`config.mk`:
```
export PLATFORM = sky130hd
export DESIGN_NAME = llp_ram
export DESIGN_NICKNAME = d
export VERILOG_FILES = /design/src/hdl/llp_ram.sv
export SDC_FILE = /design/constraint.sdc
export NUM_CORES = 1
export LEC_CHECK = 0
export BUFFER_PORTS_ARGS = -buffer_cell sky130_fd_sc_hd__buf_2
export CAP_MARGIN = 20
export CELL_PAD_IN_SITES_DETAIL_PLACEMENT = 1
export CELL_PAD_IN_SITES_GLOBAL_PLACEMENT = 1
export CORE_MARGIN = 3
export CORE_UTILIZATION = 32
export DETAILED_ROUTE_END_ITERATION = 10
export PLACE_DENSITY_LB_ADDON = 0.15
export SLEW_MARGIN = 20
export SYNTH_ARGS = -nofsm -noshare
export SYNTH_HDL_FRONTEND = slang
export SYNTH_SLANG_ARGS = --single-unit
export TNS_END_PERCENT = 100
```
`constraint.sdc`:
```
create_clock -name clk -period 6.26 [get_ports clk]
set_input_delay 1.878 -clock clk [delete_from_list [all_inputs] [get_ports clk]]
set_output_delay 1.878 -clock clk [all_outputs]
set_load 0.01 [all_outputs]
```
`src/hdl/llp_ram.sv`:
```
// ----------------------------------------------------------------------------
// llp_ram
// Generic simple dual-port RAM, one write port and one registered read port.
// ----------------------------------------------------------------------------
module llp_ram #(
  parameter int WIDTH = 8,
  parameter int DEPTH = 64,
  parameter int AW    = 6
) (
  input  logic             clk,
  input  logic             wr_en,
  input  logic [AW-1:0]    wr_addr,
  input  logic [WIDTH-1:0] wr_data,
  input  logic [AW-1:0]    rd_addr,
  output logic [WIDTH-1:0] rd_data
);

  logic [WIDTH-1:0] mem [DEPTH];

  always_ff @(posedge clk) begin
    if (wr_en) begin
      mem[wr_addr] <= wr_data;
    end
    rd_data <= mem[rd_addr];
  end

endmodule
```
==> flow_metrics.tcl <==
set metrics [dict create \
    status "finished, final reports clean" \
    vdd_drop_max_mv 0.1482 \
    synthTopCellsByCount "512 x edfxtp_1, 126 x mux4_2, 83 x nor2_1" \
    synth_top_area_share 0.7624 \
    fin_crit_ns 3.893 \
    die_area_um2 66070 \
    fmax_mhz 256.9 \
    post-place-cells 1774 \
    cap_viol_max_count 0 \
    powerDensity_nw_per_um2 321.6 \
    fp.dieH_um 257.0 \
    fin_setup_tns_ns 0 \
    cts.clk_slew.worst_paths_ns 0.06 \
    post-cts-setup-buffer-count 0 \
    hp-start "mem[26][6]" \
    synth_seq_area_share 0.7703 \
    worstMarginPinSlew_ns 1.164 \
    die_w_um 257.0 \
    drive_above_1_share 0.2558 \
    relSlewSlack 0.2210 \
    clockRootBuffer "clkbuf_16" \
    r2r-start "mem[40][0]" \
    rsz0062_at_grt "no" \
    insertion_delay_ns 0.61 \
    crit_arrival_ns 4.36 \
    final_util 0.3701 \
    preCtsSetupSlack_ns 1.612 \
    synthesis.nets 962 \
    grt_max_degree 65 \
    numCtsBuffers 56 \
    report.final.slew_viol_count 0 \
    wl_met2_mm 25.11 \
    synth_edf_count 512 \
    wl_mm 51.94 \
    hold_viol 0 \
    wl_per_cell_um 27.72 \
    num_rows 91 \
    drt_pass1_iterations 4 \
    end_kind "flop" \
    place_hpwl_mm 30.94 \
    synthCells 940 \
    yosys_warnings 0 \
    cts_max_level 2 \
    grt_usage 0.1583 \
    leakagePower_nw 7.019 \
    antenna_left 0 \
    antenna_found_initial 4 \
    highest_layer "met5" \
    vias 9409 \
    stdcell_area_um2 22960 \
    fin_ws_ns 2.367 \
    start_util 0.3250 \
    yosys.area.top_type "edfxtp_1" \
    synth_seq_cells 520 \
    core_area_um2 62050 \
    drt-initial-drc-count 651 \
    drt-met1-wl_mm 23.78 \
    grt_first_pass_wirelength_mm 75.36 \
    yosysMostFrequentCell "edfxtp_1" \
    place_area_um2 21230 \
    finalSetupViolCount 0 \
    io_buffers 29 \
    grt_pass1_vias 10220 \
    period_share 0.6218 \
    overflow 0 \
    clk_path_buf_depth 3 \
    ys_types 40 \
    dr_wl_met3_mm 2.196 \
    startpoint_type "input port" \
    syn2layout_area_growth_pct 13.87 \
    synth_ff_type "edfxtp_1" \
    drc 0 \
    skew_ns 0.02266 \
    synthArstFlopShare 0 \
    rrSetupSlack_ns 4.05 \
    ios 30 \
    cp.required_ns 6.73 \
    setup.worst_path.start "rd_addr[0]" \
    critical_path_class "in2reg" \
    viasPerCell 5.021 \
    cts_tree "done" \
    syn-cell-area_um2 20170 \
    place_congestion 0.7083 \
    hp-class "reg2reg" \
    post_cts_resized 0 \
    numClockSinks 520 \
    ys_top_cells_by_area "edfxtp_1 76%, mux4_2 14%, nor2_1 1.5%" \
    final_nets 1017 \
    hold_buffers 0 \
    layout.cells.non_filler 1874 \
    critPathMaxFanout 59 \
    avgSynthCellArea_um2 21.45 \
]
-- cell usage in the layout (no fill, tap or decap), types with 12 or more instances in the layout --
cell type,n
clkbuf_16,58
nand3_1,13
nor2_1,81
edfxtp_1,512
buf_4,19
buf_2,26
mux2i_1,23
clkinv_1,12
mux2_2,13
nand2_1,19
clkbuf_1,13
nor2b_1,14
mux4_2,126
-- kinds of logic after synthesis --
family | Yosys count | synth area share
mux | 162 | 0.1594
simple gates | 153 | 0.03387
buf+inv | 51 | 0.01570
compound gates | 54 | 0.02072
flops | 520 | 0.7703
-- final cells by class --
class                           instances  area (um2)
Tap cell                              837        1047
Antenna cell                            1       2.502
Multi-Input combinational cell        369        4320
Clock buffer                           76        1569
Fill cell                            5941       39090
Timing Repair Buffer                   48       326.6
Clock inverter                         23       163.9
Sequential cell                       520       15530
-- routing by layer --
| metal | track usage | vias to the layer above |
|---|---|---|
| met5 | 0 | - |
| met4 | 0.03228 | 4 |
| met3 | 0.03149 | 60 |
| met2 | 0.2570 | 186 |
| met1 | 0.2227 | 5117 |
| li1 | - | 4042 |
-- report_power, final --
| part | leakage [nW] | total [W] | switching [W] | internal (W) |
|---|---|---|---|---|
| Combinational | 1.50 | 0.000365 | 0.000233 | 0.000131 |
| Sequential | 4.67 | 0.00387 | 0.0000160 | 0.00386 |
| Clock | 0.848 | 0.00315 | 0.00133 | 0.00182 |
| Total | 7.02 | 0.00739 | 0.00158 | 0.00581 |
-- sequential cells by signal (all words and copies together) (netlist names) --
signal   cells
mem        512
rd_data      8
-- worst max-delay path: stages --
cell and delay, ns:
clkbuf_8 0.58, mux4_2 0.61, mux2_2 0.31, o221a_2 0.28, nor3_1 0.43, o32ai_1 0.16
-- stage by stage --
step                hold WS [ns]  total power (W)
floorplan                 0.7183         0.004142
global placement          0.8508         0.004316
detailed placement        0.8749         0.004321
CTS                       0.8807         0.007489
global route              0.9320         0.007646
finish                    0.8677         0.007385
-- final timing paths --
path,endpoint,cells past startpoint
min,rd_data[6],3
min reg2reg,rd_data[6],3
max,rd_data[4],6
max reg2reg,rd_data[0],4
(Power assumes the default switching activity.)
